<file path="config.mk">
export PLATFORM = sky130hd
export DESIGN_NAME = tpc_fifo
export DESIGN_NICKNAME = d
export VERILOG_FILES = /design/src/hdl/tpc_pkg.sv /design/src/hdl/tpc_fifo.sv
export VERILOG_INCLUDE_DIRS = /design/src /design/src/hdl
export SDC_FILE = /design/constraint.sdc
export NUM_CORES = 1
export LEC_CHECK = 0
export BUFFER_PORTS_ARGS = -buffer_cell sky130_fd_sc_hd__buf_4
export CAP_MARGIN = 30
export CORE_ASPECT_RATIO = 0.7
export CORE_MARGIN = 4
export CORE_UTILIZATION = 51
export DETAILED_ROUTE_END_ITERATION = 16
export MAX_ROUTING_LAYER = met4
export PLACE_DENSITY_LB_ADDON = 0.1
export SLEW_MARGIN = 20
export SYNTH_ARGS = -nofsm -noshare
export SYNTH_HDL_FRONTEND = slang
export SYNTH_SLANG_ARGS = --single-unit
</file>
<file path="constraint.sdc">
create_clock -name clk -period 12.7 [get_ports clk]
set_clock_uncertainty 0.15 [all_clocks]
set_input_delay 1.905 -clock clk [delete_from_list [all_inputs] [get_ports clk]]
set_output_delay 1.905 -clock clk [all_outputs]
set_load 0.02 [all_outputs]
</file>
<file path="src/hdl/assert_macros.svh">
// ----------------------------------------------------------------------------
// assert_macros.svh
// Shared assertion macros for the clipper blocks.
// ----------------------------------------------------------------------------
`ifndef ASSERT_MACROS_SVH
`define ASSERT_MACROS_SVH

// Implication or plain property, sampled on the rising clock, off in reset
`define AST_PROP(label, clk, rst_n, prop) \
  label: assert property (@(posedge clk) disable iff (!rst_n) prop) \
    else $error("assertion failed");

// Condition that must never be true
`define AST_NEVER(label, clk, rst_n, expr) \
  label: assert property (@(posedge clk) disable iff (!rst_n) !(expr)) \
    else $error("forbidden condition seen");

`endif

</file>
<file path="src/hdl/tpc_pkg.sv">
// ----------------------------------------------------------------------------
// tpc_pkg
// Types and constants shared by the triangle plane clipper modules.
// ----------------------------------------------------------------------------
package tpc_pkg;

  localparam int DIST_W      = 52;  // signed plane distance width
  localparam int COORD_W     = 32;
  localparam int COLOR_W     = 24;
  localparam int QDEPTH_DEF  = 4;

  // register indexes
  localparam logic [1:0] REG_NX = 2'd0;
  localparam logic [1:0] REG_NY = 2'd1;
  localparam logic [1:0] REG_NZ = 2'd2;
  localparam logic [1:0] REG_W  = 2'd3;

  typedef logic [2:0][COORD_W-1:0] vec_t;  // [0]=x [1]=y [2]=z

  typedef struct packed {
    logic signed [31:0] vert_a_x;
    logic signed [31:0] vert_a_y;
    logic signed [31:0] vert_a_z;
    logic signed [31:0] vert_b_x;
    logic signed [31:0] vert_b_y;
    logic signed [31:0] vert_b_z;
    logic signed [31:0] vert_c_x;
    logic signed [31:0] vert_c_y;
    logic signed [31:0] vert_c_z;
    logic [23:0]        tri_color;
  } in_item_t;

  typedef struct packed {
    logic signed [31:0] out_a_x;
    logic signed [31:0] out_a_y;
    logic signed [31:0] out_a_z;
    logic signed [31:0] out_b_x;
    logic signed [31:0] out_b_y;
    logic signed [31:0] out_b_z;
    logic signed [31:0] out_c_x;
    logic signed [31:0] out_c_y;
    logic signed [31:0] out_c_z;
    logic [23:0]        out_color;
    logic               keeps_texture;
    logic               last_of_run;
  } out_item_t;

  typedef struct packed {
    logic signed [31:0] nx;
    logic signed [31:0] ny;
    logic signed [31:0] nz;
    logic signed [31:0] w;
  } plane_t;

  typedef enum logic [1:0] {
    KIND_PASS,
    KIND_ONE,
    KIND_TWO
  } kind_t;

  // classified triangle: A, B, C already in emit order
  typedef struct packed {
    kind_t                    kind;
    vec_t                     va;
    vec_t                     vb;
    vec_t                     vc;
    logic signed [DIST_W-1:0] da;
    logic signed [DIST_W-1:0] db;
    logic signed [DIST_W-1:0] dc;
    logic [COLOR_W-1:0]       color;
  } entry_t;

  typedef struct packed {
    logic empty;
    logic no_room;
  } fifo_stat_t;

  typedef enum logic [2:0] {
    B_IDLE,
    B_SETUP,
    B_NORM,
    B_DIV,
    B_MULT,
    B_ACC,
    B_EMIT0,
    B_EMIT1
  } back_state_t;

endpackage

</file>
<file path="src/hdl/tpc_fifo.sv">
// ----------------------------------------------------------------------------
// tpc_fifo
// Short queue of classified triangles between front and back.
// ----------------------------------------------------------------------------
`include "assert_macros.svh"

module tpc_fifo #(
  parameter int DEPTH = tpc_pkg::QDEPTH_DEF
) (
  input  logic                clk,
  input  logic                rst_n,
  input  logic                push,
  input  tpc_pkg::entry_t     wr_entry,
  input  logic                pop,
  input  logic                reserve,
  output tpc_pkg::entry_t     head,
  output tpc_pkg::fifo_stat_t stat
);
  import tpc_pkg::*;

  localparam int PTR_W = (DEPTH > 1) ? $clog2(DEPTH) : 1;
  localparam int CNT_W = $clog2(DEPTH + 1);

  entry_t           mem_r [DEPTH];
  logic [PTR_W-1:0] wr_ptr_r;
  logic [PTR_W-1:0] rd_ptr_r;
  logic [CNT_W-1:0] count_r;

  // store on push
  always_ff @(posedge clk) begin
    if (push) begin
      mem_r[wr_ptr_r] <= wr_entry;
    end
  end

  // advance pointers and count
  always_ff @(posedge clk) begin
    if (!rst_n) begin
      wr_ptr_r <= '0;
      rd_ptr_r <= '0;
      count_r  <= '0;
    end else begin
      if (push) begin
        wr_ptr_r <= (wr_ptr_r == PTR_W'(DEPTH - 1)) ? '0 : wr_ptr_r + 1'b1;
      end
      if (pop) begin
        rd_ptr_r <= (rd_ptr_r == PTR_W'(DEPTH - 1)) ? '0 : rd_ptr_r + 1'b1;
      end
      if (push && !pop) begin
        count_r <= count_r + 1'b1;
      end else if (pop && !push) begin
        count_r <= count_r - 1'b1;
      end
    end
  end

  assign head          = mem_r[rd_ptr_r];
  assign stat.empty    = (count_r == '0);
  // count a triangle still in the front as taken room
  assign stat.no_room  = ({1'b0, count_r} + (CNT_W+1)'(reserve)) >= (CNT_W+1)'(DEPTH);

  `AST_NEVER(a_no_overflow, clk, rst_n, push && !pop && (count_r == CNT_W'(DEPTH)))
  `AST_NEVER(a_no_underflow, clk, rst_n, pop && (count_r == '0))

endmodule

</file>
Yosys cells after proc, flatten, opt, wreduce, memory -nomap -nowiden:

Memory sizes are Yosys's and may differ from the RTL's. A register that Yosys moved wholly into a read port is not among the register bits.
Index checks and enable logic that the tools add are counted.

* flip-flop bits (word level): 7
* RAM bits: 1880
* bits of input ports: 475
* output and inout bits: 472
* word-level logic and storage cells: 26
* memories: 1

* add/sub/neg operators: 5
* $lt $le $gt $ge: 1
* equal/unequal tests: 2
* multiplexer cells: 8
* reduce and logical (&&, ||, !) cells: 6

Memories
* mem_r: depth 4, width 470, read ports 1, clocked after memory_dff 1, wr ports 1, RTL line tpc_fifo.sv:24 `entry_t mem_r [DEPTH];`

Operators with widths (number)
* 2-bit 2-to-1 mux: 4
* 3-bit 2-to-1 mux: 2
* 2-bit by 1-bit adder with 2-bit output (second input constant): 2
* 3-bit by 1-bit adder with 4-bit output: 1
* 2-bit equality test (second input constant): 2
* 4-bit by 3-bit greater-or-equal comparator with 1-bit output (second input constant): 1
* 3-bit by 1-bit adder with 3-bit output (second input constant): 1
* 3-bit zero test: 1
* 3-bit by 1-bit subtractor with 3-bit output (second input constant): 1
* 1-bit logical AND: 2
* 1-bit zero test: 2
* 1-bit 2-to-1 mux: 2
* 2-bit nonzero test: 1

Longest topological paths before layout:

* depth in word-level cells: 4
* gate-level depth with buffers: 7
* depth with buffers taken out: 7

Least setup slack after synthesis:

OpenSTA, ideal clock, no wires.

* kind: input port to flip-flop
* from: in push
* to: mem mem_r[0][0] in the netlist's numbering, enable pin
* setup time: 893 ps
* arrival: 12460 ps
* required time: 11657 ps
* setup slack: -803 ps
* cell stages on the path: 1
* path buffers: 0
* cells stage by stage: and2_1

* cells in the longest elaborated chain, start to end: 2

Ends and longest elaborated chain
* start, declared: RTL line tpc_fifo.sv:12 `input logic push,`
* 1-bit 2-to-1 mux: RTL line tpc_fifo.sv:31 `if (push) begin`
* 1-bit 2-to-1 mux (implied by the code): RTL line tpc_fifo.sv:32 `mem_r[wr_ptr_r] <= wr_entry;`
* end, declared: RTL line tpc_fifo.sv:24

No other way between the ends.

==> impl_metrics.tcl <==
set metrics [dict create \
    wire_per_inst_um 28.71 \
    drt-initial-drc-count 2324 \
    fillCellCount 8767 \
    avgSynthCellArea_um2 27.30 \
    core_area_um2 131800 \
    antenna_found_initial 43 \
    cp-start-kind "flip-flop" \
    place_inst 5142 \
    die_area_um2 139700 \
    port_buffers 946 \
    top_usage_layer "met2" \
    drv_slew 0 \
    cts_resized 0 \
    min_path_type "reg2reg" \
    relSlewSlack_pct 27.79 \
    antenna_left 0 \
    required_ps 10640 \
    synthCells 2498 \
    drc_errors 0 \
    num_io_pins 947 \
    grt_pass1_wl_um 226200 \
    cts_tree "built" \
    ys_types 23 \
    arrival_ps 4060 \
    die_w_um 445.1 \
    multiInputGateArea_um2 10860 \
    whs_ps 394.2 \
    cap_viol_max_count 0 \
    fin_crit_sh_pct 48.18 \
    setup_viol 0 \
    synthesis.area_um2 68210 \
    grt_use_met1_pct 25.72 \
    yosysSeqAreaShare_pct 83.03 \
    syn-num-nets 2980 \
    grt_use_total_pct 23.16 \
    instances_no_fill 5507 \
    vdd_ir_drop_max_uv 156.4 \
    powerDensity_nw_per_um2 165.4 \
    hold_viol 0 \
    h-tree-depth 4 \
    crit_fanout 68 \
    clock_latency_ps 770 \
    synth-seq-cells 1889 \
    grt_max_degree 151 \
    hpwl_um 103800 \
    cts_buffer_depth 3 \
    tightest_slew_ps 1083 \
    cts_root_buf "clkbuf_16" \
    grt_overflow 0 \
    cts.sinks 1889 \
    clock.fmax_mhz 163.4 \
    fp-row-count 111 \
    grt_pass1_vias 32620 \
    firstDrtPassIters 7 \
    endpoint_kind "output pin" \
    outcome "complete, no violations" \
    clk_pin_slew_ps 60 \
    area.growth.synth_to_final_pct 22.03 \
    grt_use_met3_pct 5.856 \
    numCtsBuffers 172 \
    cts_setup_buffers 0 \
    nets 4052 \
    cts_hold_buf 0 \
    place_congestion 0.8626 \
    use_met2_pct 39.96 \
    viasPerCell 5.617 \
    min_period_ps 6119 \
    p_leak_nw 27.70 \
    die_height_um 314.0 \
    initial_core_util_pct 51.75 \
    yosysWarningCount 0 \
    dr_total_vias 30930 \
    rsz0062_at_grt "no" \
    final_util_pct 63.15 \
    seq_area_um2 56640 \
    drive_above_1_share_pct 46.22 \
    wl_um 158100 \
    critPathKind "reg2out" \
]
routing by layer:
layer | vias up | wire length (um)
met3 | 252 | 10790
met1 | 16550 | 54820
met5 | - | 0
met4 | 0 | 6164
met2 | 982 | 86310
li1 | 13150 | -
power by group:
group,leakage (nW),switching [W],internal (W)
registers,17.3,0.0000621,0.00715
logic,7.65,0.000864,0.000655
clock network,2.70,0.00218,0.00286
synth_stat cells, drive strengths merged:
| cell type | n | area (um^2) |
|---|---|---|
| edfxtp | 1880 | 56450 |
| mux4 | 470 | 10590 |
| buf | 93 | 665.6 |
| clkbuf | 11 | 41.29 |
| dfxtp | 9 | 180.2 |
| ha | 6 | 75.07 |
| and2 | 5 | 31.28 |
| nor2b | 5 | 31.28 |
| inv | 4 | 15.01 |
| mux2i | 4 | 40.04 |
| nor3 | 2 | 10.01 |
| a21boi | 1 | 7.510 |
| a31o | 1 | 8.760 |
| fa | 1 | 20.02 |
| nor2 | 1 | 3.750 |
| o21a | 1 | 7.510 |
| o21ai | 1 | 5.000 |
| or3 | 1 | 6.260 |
| xnor2 | 1 | 8.760 |
| xor2 | 1 | 8.760 |
worst paths after layout:
kind	from	endpoint	slack [ps]	depth (start not counted)
worst max register to register	wr_ptr_r[0]	mem_r[3][169]	9110	6
worst min register to register	count_r[2]	count_r[2]	390	2
worst min-delay path	count_r[2]	count_r[2]	390	2
worst max-delay path	flip-flop	head[68]	6580	5
per-stage QoR:
| stage | total power [W] | TNS (ps) | worst slack, ps | area (um^2) |
|---|---|---|---|---|
| 2_1_floorplan | 0.008200 | -376950 | -802.0 | 68210 |
| 3_3_place_gp | 0.008843 | 0 | 7156 | 77160 |
| 6_report | 0.01377 | 0 | 6581 | 83230 |
| 4_1_cts | 0.01391 | 0 | 6418 | 83000 |
| 3_5_place_dp | 0.008892 | 0 | 7295 | 77490 |
| 5_1_grt | 0.01427 | 0 | 6141 | 83230 |
logic make-up (layout without fill, tap and decap cells):
family / after synthesis / in the layout / synth area share, %
and+or+nand+nor: 14 / 14 / 0.1211
muxes: 474 / 474 / 15.58
xor gates and xnor gates: 2 / 2 / 0.02569
DFF: 1889 / 1889 / 83.03
AOI/OAI and AO/OA: 4 / 4 / 0.04220
other: 0 / 43 / 0
adders and majority gates: 7 / 7 / 0.1394
buffers and inverters: 108 / 1323 / 1.058
cell type report:
| class | count | area share (%) |
|---|---|---|
| inverters | 4 | 0.01804 |
| diodes | 43 | 0.1293 |
| clock inverters | 118 | 1.070 |
| repair buffers | 1002 | 9.503 |
| clock buffers | 199 | 5.548 |
| well taps | 1751 | 2.632 |
| flip-flops and latches | 1889 | 68.05 |
| multi-input cells | 501 | 13.05 |
layout by cell type (no fill, tap or decap):
cell,instances
clkinv_8,3
edfxtp_1,1880
xnor2_1,1
inv_6,2
dfxtp_1,7
fa_1,1
clkinvlp_4,5
o21a_1,1
a31o_2,1
clkinv_2,32
diode_2,43
mux4_2,470
xor2_1,1
buf_4,980
or3_1,1
ha_1,6
a21boi_0,1
nor2b_1,5
mux2i_1,4
inv_1,4
and2_4,4
dfxtp_4,2
bufinv_16,13
nor2_1,1
clkbuf_1,17
nor3_1,2
clkbuf_16,182
o21ai_0,1
and2_1,1
buf_16,15
buf_12,7
clkinv_1,63
worst max-delay path, cell delays in order, from the launching register on:
cell     delay (ps)
dfxtp_4         730
buf_4           660
buf_12          430
buf_16          450
mux4_2          670
buf_4           200
registers in the layout (all words and copies together) (netlist names), named ones only:
signal    cells
rd_ptr_r      2
mem_r      1880
wr_ptr_r      2
count_r       3
No activity file was read; power rests on OpenSTA's default activity.
