<file path="src/hdl/assert_macros.svh">
// ----------------------------------------------------------------------------
// assert_macros.svh
// Shared assertion macros for the clipper blocks.
// ----------------------------------------------------------------------------
`ifndef ASSERT_MACROS_SVH
`define ASSERT_MACROS_SVH

// Implication or plain property, sampled on the rising clock, off in reset
`define AST_PROP(label, clk, rst_n, prop) \
  label: assert property (@(posedge clk) disable iff (!rst_n) prop) \
    else $error("assertion failed");

// Condition that must never be true
`define AST_NEVER(label, clk, rst_n, expr) \
  label: assert property (@(posedge clk) disable iff (!rst_n) !(expr)) \
    else $error("forbidden condition seen");

`endif

</file>
<file path="src/hdl/tpc_pkg.sv">
// ----------------------------------------------------------------------------
// tpc_pkg
// Types and constants shared by the triangle plane clipper modules.
// ----------------------------------------------------------------------------
package tpc_pkg;

  localparam int DIST_W      = 52;  // signed plane distance width
  localparam int COORD_W     = 32;
  localparam int COLOR_W     = 24;
  localparam int QDEPTH_DEF  = 4;

  // register indexes
  localparam logic [1:0] REG_NX = 2'd0;
  localparam logic [1:0] REG_NY = 2'd1;
  localparam logic [1:0] REG_NZ = 2'd2;
  localparam logic [1:0] REG_W  = 2'd3;

  typedef logic [2:0][COORD_W-1:0] vec_t;  // [0]=x [1]=y [2]=z

  typedef struct packed {
    logic signed [31:0] vert_a_x;
    logic signed [31:0] vert_a_y;
    logic signed [31:0] vert_a_z;
    logic signed [31:0] vert_b_x;
    logic signed [31:0] vert_b_y;
    logic signed [31:0] vert_b_z;
    logic signed [31:0] vert_c_x;
    logic signed [31:0] vert_c_y;
    logic signed [31:0] vert_c_z;
    logic [23:0]        tri_color;
  } in_item_t;

  typedef struct packed {
    logic signed [31:0] out_a_x;
    logic signed [31:0] out_a_y;
    logic signed [31:0] out_a_z;
    logic signed [31:0] out_b_x;
    logic signed [31:0] out_b_y;
    logic signed [31:0] out_b_z;
    logic signed [31:0] out_c_x;
    logic signed [31:0] out_c_y;
    logic signed [31:0] out_c_z;
    logic [23:0]        out_color;
    logic               keeps_texture;
    logic               last_of_run;
  } out_item_t;

  typedef struct packed {
    logic signed [31:0] nx;
    logic signed [31:0] ny;
    logic signed [31:0] nz;
    logic signed [31:0] w;
  } plane_t;

  typedef enum logic [1:0] {
    KIND_PASS,
    KIND_ONE,
    KIND_TWO
  } kind_t;

  // classified triangle: A, B, C already in emit order
  typedef struct packed {
    kind_t                    kind;
    vec_t                     va;
    vec_t                     vb;
    vec_t                     vc;
    logic signed [DIST_W-1:0] da;
    logic signed [DIST_W-1:0] db;
    logic signed [DIST_W-1:0] dc;
    logic [COLOR_W-1:0]       color;
  } entry_t;

  typedef struct packed {
    logic empty;
    logic no_room;
  } fifo_stat_t;

  typedef enum logic [2:0] {
    B_IDLE,
    B_SETUP,
    B_NORM,
    B_DIV,
    B_MULT,
    B_ACC,
    B_EMIT0,
    B_EMIT1
  } back_state_t;

endpackage

</file>
<file path="src/hdl/tpc_back.sv">
// ----------------------------------------------------------------------------
// tpc_back
// Intersection sequencer and result emit for classified triangles.
// ----------------------------------------------------------------------------
`include "assert_macros.svh"

module tpc_back (
  input  logic                clk,
  input  logic                rst_n,
  input  tpc_pkg::fifo_stat_t stat,
  input  tpc_pkg::entry_t     head,
  output logic                pop,
  output logic                out_valid,
  output tpc_pkg::out_item_t  out_item
);
  import tpc_pkg::*;

  back_state_t              state_r, state_nxt;
  entry_t                   e_r;
  logic                     job_r;
  logic [1:0]               crd_r;
  logic [4:0]               cnt_r;
  logic [DIST_W-1:0]        den_r;
  logic [DIST_W-1:0]        num_r;
  logic [31:0]              q_r;
  logic [31:0]              rem_r;
  logic signed [65:0]       prod_r;
  vec_t                     m_r [2];
  logic                     out_valid_r;
  out_item_t                out_r;

  logic                     one;
  vec_t                     pv, qv;
  logic signed [DIST_W-1:0] pd, qd;
  logic                     norm_done;
  logic [31:0]              rem_sh;
  logic                     div_ge;
  logic                     init_ge;
  logic signed [32:0]       diff;
  logic signed [65:0]       rnd;
  logic [31:0]              res;

  function automatic out_item_t mk_tri(vec_t a, vec_t b, vec_t c,
                                       logic [COLOR_W-1:0] col,
                                       logic keep, logic last);
    out_item_t o;
    o.out_a_x = a[0]; o.out_a_y = a[1]; o.out_a_z = a[2];
    o.out_b_x = b[0]; o.out_b_y = b[1]; o.out_b_z = b[2];
    o.out_c_x = c[0]; o.out_c_y = c[1]; o.out_c_z = c[2];
    o.out_color     = col;
    o.keeps_texture = keep;
    o.last_of_run   = last;
    return o;
  endfunction

  // select endpoints of the current intersection
  always_comb begin
    one = (e_r.kind == KIND_ONE);
    if (!job_r) begin
      pv = e_r.va;               pd = e_r.da;
      qv = one ? e_r.vb : e_r.vc; qd = one ? e_r.db : e_r.dc;
    end else begin
      pv = one ? e_r.va : e_r.vb; pd = one ? e_r.da : e_r.db;
      qv = e_r.vc;               qd = e_r.dc;
    end
  end

  // datapath helpers
  assign norm_done = (den_r[DIST_W-1:31] == '0);
  assign init_ge   = (num_r[31:0] >= den_r[31:0]);
  assign rem_sh    = {rem_r[30:0], 1'b0};
  assign div_ge    = (rem_sh >= den_r[31:0]);
  assign diff      = {pv[crd_r][31], pv[crd_r]} - {qv[crd_r][31], qv[crd_r]};
  assign rnd       = prod_r + 66'sd1073741824;
  assign res       = pv[crd_r] + 32'(rnd >>> 31);

  // next state
  always_comb begin
    state_nxt = state_r;
    unique case (state_r)
      B_IDLE: begin
        if (!stat.empty) state_nxt = (head.kind == KIND_PASS) ? B_EMIT0 : B_SETUP;
      end
      B_SETUP: state_nxt = B_NORM;
      B_NORM:  if (norm_done) state_nxt = B_DIV;
      B_DIV:   if (cnt_r == 5'd30) state_nxt = B_MULT;
      B_MULT:  state_nxt = B_ACC;
      B_ACC: begin
        if (crd_r != 2'd2) state_nxt = B_MULT;
        else if (!job_r)   state_nxt = B_SETUP;
        else               state_nxt = B_EMIT0;
      end
      B_EMIT0: state_nxt = (e_r.kind == KIND_TWO) ? B_EMIT1 : B_IDLE;
      B_EMIT1: state_nxt = B_IDLE;
      default: state_nxt = B_IDLE;
    endcase
  end

  // outputs of the sequencer
  always_comb begin
    pop = 1'b0;
    unique case (state_r)
      B_IDLE:  pop = !stat.empty;
      default: pop = 1'b0;
    endcase
  end

  always_ff @(posedge clk) begin
    if (!rst_n) begin
      state_r     <= B_IDLE;
      out_valid_r <= 1'b0;
    end else begin
      state_r     <= state_nxt;
      out_valid_r <= (state_r == B_EMIT0) || (state_r == B_EMIT1);
    end
  end

  // datapath: load, normalize, divide, interpolate, emit
  always_ff @(posedge clk) begin
    case (state_r)
      B_IDLE: begin
        e_r   <= head;
        job_r <= 1'b0;
      end
      B_SETUP: begin
        den_r <= DIST_W'(pd - qd);
        num_r <= DIST_W'(pd);
      end
      B_NORM: begin
        if (!norm_done) begin
          den_r <= den_r >> 1;
          num_r <= num_r >> 1;
        end else begin
          q_r   <= {31'd0, init_ge};
          rem_r <= init_ge ? num_r[31:0] - den_r[31:0] : num_r[31:0];
          cnt_r <= '0;
          crd_r <= '0;
        end
      end
      B_DIV: begin
        q_r   <= {q_r[30:0], div_ge};
        rem_r <= div_ge ? rem_sh - den_r[31:0] : rem_sh;
        cnt_r <= cnt_r + 1'b1;
      end
      B_MULT: begin
        prod_r <= -(diff * $signed({1'b0, q_r}));
      end
      B_ACC: begin
        m_r[job_r][crd_r] <= res;
        crd_r <= crd_r + 1'b1;
        if (crd_r == 2'd2) job_r <= 1'b1;
      end
      B_EMIT0: begin
        if (e_r.kind == KIND_PASS) begin
          out_r <= mk_tri(e_r.va, e_r.vb, e_r.vc, e_r.color, 1'b1, 1'b1);
        end else begin
          out_r <= mk_tri(e_r.va, m_r[0], m_r[1], e_r.color, 1'b0,
                          e_r.kind != KIND_TWO);
        end
      end
      B_EMIT1: begin
        out_r <= mk_tri(e_r.va, m_r[1], e_r.vb, e_r.color, 1'b0, 1'b1);
      end
      default: begin
      end
    endcase
  end

  assign out_valid = out_valid_r;
  assign out_item  = out_r;

  `AST_PROP(a_pair, clk, rst_n, out_valid_r && !out_r.last_of_run |=> out_valid_r)
  `AST_PROP(a_div_norm, clk, rst_n, (state_r == B_DIV) |-> norm_done)
  `AST_PROP(a_pop_load, clk, rst_n, pop |=> (state_r == B_SETUP || state_r == B_EMIT0))

endmodule

</file>
<file path="config.mk">
export PLATFORM = sky130hd
export DESIGN_NAME = tpc_back
export DESIGN_NICKNAME = d
export VERILOG_FILES = /design/src/hdl/tpc_pkg.sv /design/src/hdl/tpc_back.sv
export VERILOG_INCLUDE_DIRS = /design/src /design/src/hdl
export SDC_FILE = /design/constraint.sdc
export NUM_CORES = 2
export LEC_CHECK = 0
export ABC_AREA = 1
export BUFFER_PORTS_ARGS = -buffer_cell sky130_fd_sc_hd__clkbuf_2
export CAP_MARGIN = 0
export CORE_MARGIN = 2
export CORE_UTILIZATION = 55
export DETAILED_ROUTE_END_ITERATION = 16
export PLACE_DENSITY = 0.74
export SLEW_MARGIN = 25
export SYNTH_ARGS = -nofsm -noshare
export SYNTH_HDL_FRONTEND = slang
export SYNTH_SLANG_ARGS = --single-unit
</file>
<file path="constraint.sdc">
create_clock -name clk -period 64.4 [get_ports clk]
set_input_delay 6.44 -clock clk [delete_from_list [all_inputs] [get_ports clk]]
set_output_delay 6.44 -clock clk [all_outputs]
set_load 0.05 [all_outputs]
</file>
Yosys cells after proc, flatten, opt, wreduce, memory -nomap -nowiden. Memory sizes are Yosys's and may differ from the RTL's. Index checks and enable logic that the tools add are counted.

Add/sub/neg operators: 9. Multipliers: 1. $lt $le $gt $ge: 4. Equal/unequal tests: 18. Muxes and demuxes: 43. Reductions and logical operators: 17.

Operators with widths (number): $pmux W314 S2 (1); $mux W96 (5); $mux W52 (6); $mux W218 (1); $pmux W52 S2 (2); $bmux W32 S2 (2); $mux W32 (4); $mux W31 (3); $demux W32 S2 (1); $ge A32 B32 Y1 (2); $pmux W32 S2 (1); $add A63 B32 Y63 const B (1); $mul A33 B33 Y63 (1); $neg A63 Y63 (1); $pmux W31 S2 (1); $sub A31 B31 Y31 (2); $sub A52 B52 Y52 (1); $sub A32 B32 Y33 (1); $add A32 B32 Y32 (1); $pmux W3 S8 (1); $logic_not A21 Y1 (1); $mux W3 (7); $ne A2 B2 Y1 const B (7); $eq A3 B3 Y1 const B (4); 23 further kinds (35).

Bits in registers: 1026. Bits in writable memories: 192. Output and inout port bits: 316. Logic and storage cells: 129. Memories kept: 1.

Memories: m_r (words 2, width 96, rd ports 2, clocked after Yosys merged registers in 0, write ports 1, line tpc_back.sv:28) `vec_t m_r [2];`.

Logic depth before layout (Yosys ltp).
Word-level depth: 8. Mapped depth: 61. Gate-level depth less buffers: 58.

Least setup slack after synthesis. Ideal clock, no wire load.

Path kind: register to output. Start point: register state_r[1]. End point: output pop. Arrival time: 23.133 ns. Path slack: 34.827 ns. Cell stages (with the launch flop): 6. Cells stage by stage: dfxtp_1 -> nor2_1 -> inv_1 -> nor2_1 -> inv_1 -> nor2_1.

Word-level cells in the longest chain between the ends: 2.

Ends and longest elaborated chain: start, declared (line tpc_back.sv:18) `back_state_t state_r, state_nxt;`; start signal, assigned (line tpc_back.sv:113) `state_r <= state_nxt;`; $logic_not A3 Y1 (line tpc_back.sv:102) `unique case (state_r)`; $mux W1 (line tpc_back.sv:102); end, declared (line tpc_back.sv:12) `output logic pop,`.

No other way between the ends.

Worst setup path in the final report.
Start point: register e_r[468] in the netlist's numbering. End point: register prod_r[60], data pin.

Word-level cells in the longest chain between the ends: 8. Elaborated cells between the ends (all ways): 12. Those cells by class: add/sub (2); mul (1); eq/ne (1); mux (8).

Ends and longest elaborated chain: start, declared (line tpc_back.sv:19) `entry_t e_r;`; start signal, assigned (line tpc_back.sv:122) `e_r <= head;`; $eq A2 B1 Y1 (*) (line tpc_back.sv:58) `one = (e_r.kind == KIND_ONE);`; $mux W96 (on tied branches) (line tpc_back.sv:63, tpc_back.sv:61); $mux W96 (line tpc_back.sv:59) `if (!job_r) begin`; $bmux W32 S2 (line tpc_back.sv:73) `assign diff = {pv[crd_r][31], pv[crd_r]} - {qv[crd_r][31], qv[crd_r]};`; $mux W32 (not written as such) (line tpc_back.sv:73); $sub A32 B32 Y33 (*) (line tpc_back.sv:73); $mul A33 B33 Y63 (*) (line tpc_back.sv:146) `prod_r <= -(diff * $signed({1'b0, q_r}));`; $neg A63 Y63 (*) (line tpc_back.sv:146); end signal, assigned (line tpc_back.sv:146); end, declared (line tpc_back.sv:27) `logic signed [65:0] prod_r;`.

Mark *: on every way between the ends. The rest lies on a longest branch, timed or not. The select of a mux whose other input is x is not followed. A chain may end at the register's enable or synchronous reset.

==> run_results.csv <==
group,metric,value,unit
global_route,grt_overflow,0,
clocking,post_cts_resized,0,
synth,ys.flop_type,"edfxtp_1",
clocking,post-cts-setup-buffers,0,
job,maxCapViolations,0,
cells_and_area,multi_input_area,0.0496,mm²
synth,synth_top_family_by_area,"adder cells",
clocking,cts_tree,"done",
worst_setup_path,critPathArrivalTime,16.09,ns
worst_setup_path,slowest_delay,1.21,ns
placed_design,gp_congestion,1.00,
synth,synth_largest_area_cell,"edfxtp_1",
synth,yosysUniqueCellTypes,65,
cells_and_area,final_area,0.105,mm²
hold_path,hp-class,"reg2reg",
timing,relSlewSlack,23.3,%
synth,synth_seq_cells,1188,
synth,synthSimpleGateAreaFrac,13.9,%
detailed_routing,drc,0,
placed_design,dpl_cell_area,0.100,mm²
worst_setup_path,cp-end-kind,"flip-flop",
timing,rsz0062_at_grt,"no",
worst_setup_path,critical-path-slowest-cell,"clkinv_1",
synth,synth_warnings,0,
detailed_routing,post_drt_wl_per_cell,25.5,µm
synth,synth_compound_area_share,8.11,%
detailed_routing,drt_iter0_markers,9956,
synth,synth_xor_xnor_area_share,2.00,%
global_route,track_usage,37.0,%
worst_setup_path,path_buf_inv,11,
clocking,clockRootBuffer,"clkbuf_16",
floorplanning,core,0.170,mm²
run_status,status,"completed",
detailed_routing,vias_per_cell,5.92,
cells_and_area,finish.utilization,61.8,%
timing,fmax,64.2,MHz
synth,synthMuxAreaShare,0.0213,%
cells_and_area,drive_gt1_share,12.3,%
synth,syn_area,0.0941,mm²
timing,fin_crit,15.58,ns
floorplanning,fp.dieW,418,µm
clocking,clockBufferDepth,3,
detailed_routing,vias,75100,
worst_setup_path,start_kind,"flip-flop",
timing,finClkSkew,0.0531,ns
global_route,grt_pass1_wl,476000,µm
synth,synthTopCellsByArea,"edfxtp_1 (38%), fa_1 (23%), inv_1 (7.7%)",
cells_and_area,seq_area,0.0356,mm²
clocking,clk_pin_slew_worst_paths,0.06,ns
placed_design,dp_hpwl,250000,µm
synth,synth_edf_count,1184,
timing,hold_violations,0,
floorplanning,initial_core_util,55.5,%
clocking,htree_levels,4,
synth,synth_top_area_share,37.8,%
synth,synthAdderAreaFrac,28.5,%
synth,async_reset_ff_share,0,%
timing,period_share,24.2,%
placed_design,port-buffer-count,788,
clocking,cts_buffers,130,
timing,slew_violations,0,
synth,synthTopCellsByCount,"inv_1 (1,920), nand2_1 (1,726), edfxtp_1 (1,184)",
timing,finalSetupViolCount,0,
cells_and_area,nNetsFinal,12300,
synth,yosysSeqAreaShare,37.9,%
synth,syn_area_per_cell,9.73,µm²
cells_and_area,nFillCells,14000,
detailed_routing,finalWirelength,324000,µm
clocking,hold_buffers,0,
worst_setup_path,cp.required,64.91,ns
global_route,antenna_found_initial,41,
detailed_routing,postRouteAntennaNets,0,
detailed_routing,firstDrtPassIters,13,
clocking,numClockSinks,1188,
cells_and_area,syn2layout_area_growth,11.4,%
timing,tns,0,ns
timing,tightestPinTransition,1.14,ns
synth,synthCells,9670,
floorplanning,die-area,0.174,mm²
floorplanning,die_h,418,µm
floorplanning,io_pins,790,
synth,syn_nets,11600,
worst_setup_path,crit_top_cell,"nand2_1",
synth,synth_most_common_cell,"inv_1",
floorplanning,rows,151,
global_route,first_global_vias,75500,
worst_setup_path,path_class,"reg2reg",
worst_setup_path,crit_fanout,61,
clocking,worst_skew_pair.late_latency,0.81,ns
global_route,grt_max_degree,164,
worst_setup_path,path_delay_family,"adder cells",
[registers in the layout, summed over array words and instances, names as in the netlist, 2 cells and up]
register  count
num_r        52
q_r          32
rem_r        31
out_item    314
crd_r         2
e_r         470
den_r        52
m_r         192
prod_r       33
cnt_r         5
state_r       3
[final timing paths]
path	cells after the start	start	slack, ns	endpoint
max	47	e_r[468]$_DFFE_PP_	48.82	prod_r[60]$_DFFE_PP_
min	0	e_r[3]$_DFFE_PP_	0.42	out_item[5]$_DFFE_PN_
max reg2reg	47	e_r[468]$_DFFE_PP_	48.82	prod_r[60]$_DFFE_PP_
min reg2reg	0	e_r[3]$_DFFE_PP_	0.42	out_item[5]$_DFFE_PN_
[cell families (layout without fill, tap and decap cells)]
family | count (synthesis) | count (layout)
compound gates | 1262 | 1262
fa+ha+maj | 1489 | 1489
mux | 2 | 2
other cells | 0 | 29
flops | 1188 | 1188
buf+inv | 2352 | 3115
xor+xnor | 215 | 215
simple gates | 3162 | 3162
[area by class of cell]
class	count	share of cell area [%]
Antenna cell	29	0.0693
Clock buffer	151	3.18
Clock inverter	83	0.952
Inverter	1960	7.03
Multi-Input combinational cell	6130	47.3
Sequential cell	1188	34.0
Tap cell	2218	2.65
Timing Repair Buffer	921	4.80
[routing by layer]
layer  wire length [µm]  part of all wire, %  track usage (%)  vias up
met2             145000                   45             57.2     5100
met4              22100                  6.8             21.9       10
li1                   -                    -                -    32300
met1             117000                   36             47.4    36600
met3              39700                   12             9.44     1000
met5                 65                0.020                0        -
[worst reg2reg max path, delay by kind of cell (launching register included)]
kind            cells  cell delay [ns]
fa+ha+maj          10             4.73
compound gates      9             3.95
simple gates       16             3.15
buf+inv            11             2.69
flops               1             0.62
xor+xnor            1             0.17
[stage by stage]
step | instances | hold slack, ns | setup slack, ns
final | 12700 | 0.417 | 48.82
after global routing | 12700 | 0.422 | 48.63
after CTS | 12600 | 0.419 | 49.83
after detailed placement | 12400 | 0.405 | 49.94
after global placement | 12400 | 0.400 | 50.07
after floorplan | 9670 | 0.400 | 34.83
[cell usage in the layout, fill, tap and decap left out, drive strengths merged, types with 21 or more instances in the layout]
cell and n:
inv 1950, nand2 1769, edfxtp 1184, fa 1091, clkbuf 939, nor2 809, o21ai 446, nand3 400
a21oi 400, ha 398, o221ai 205, buf 133, xor2 119, xnor2 96, clkinv 75, nor3 61
o211ai 51, or2 45, nand4 44, a31oi 38, diode 29, o21a 25, nor4 21
Power is not shown: default switching activity piles up to over one toggle a cycle in this logic, so the estimate is an artifact.
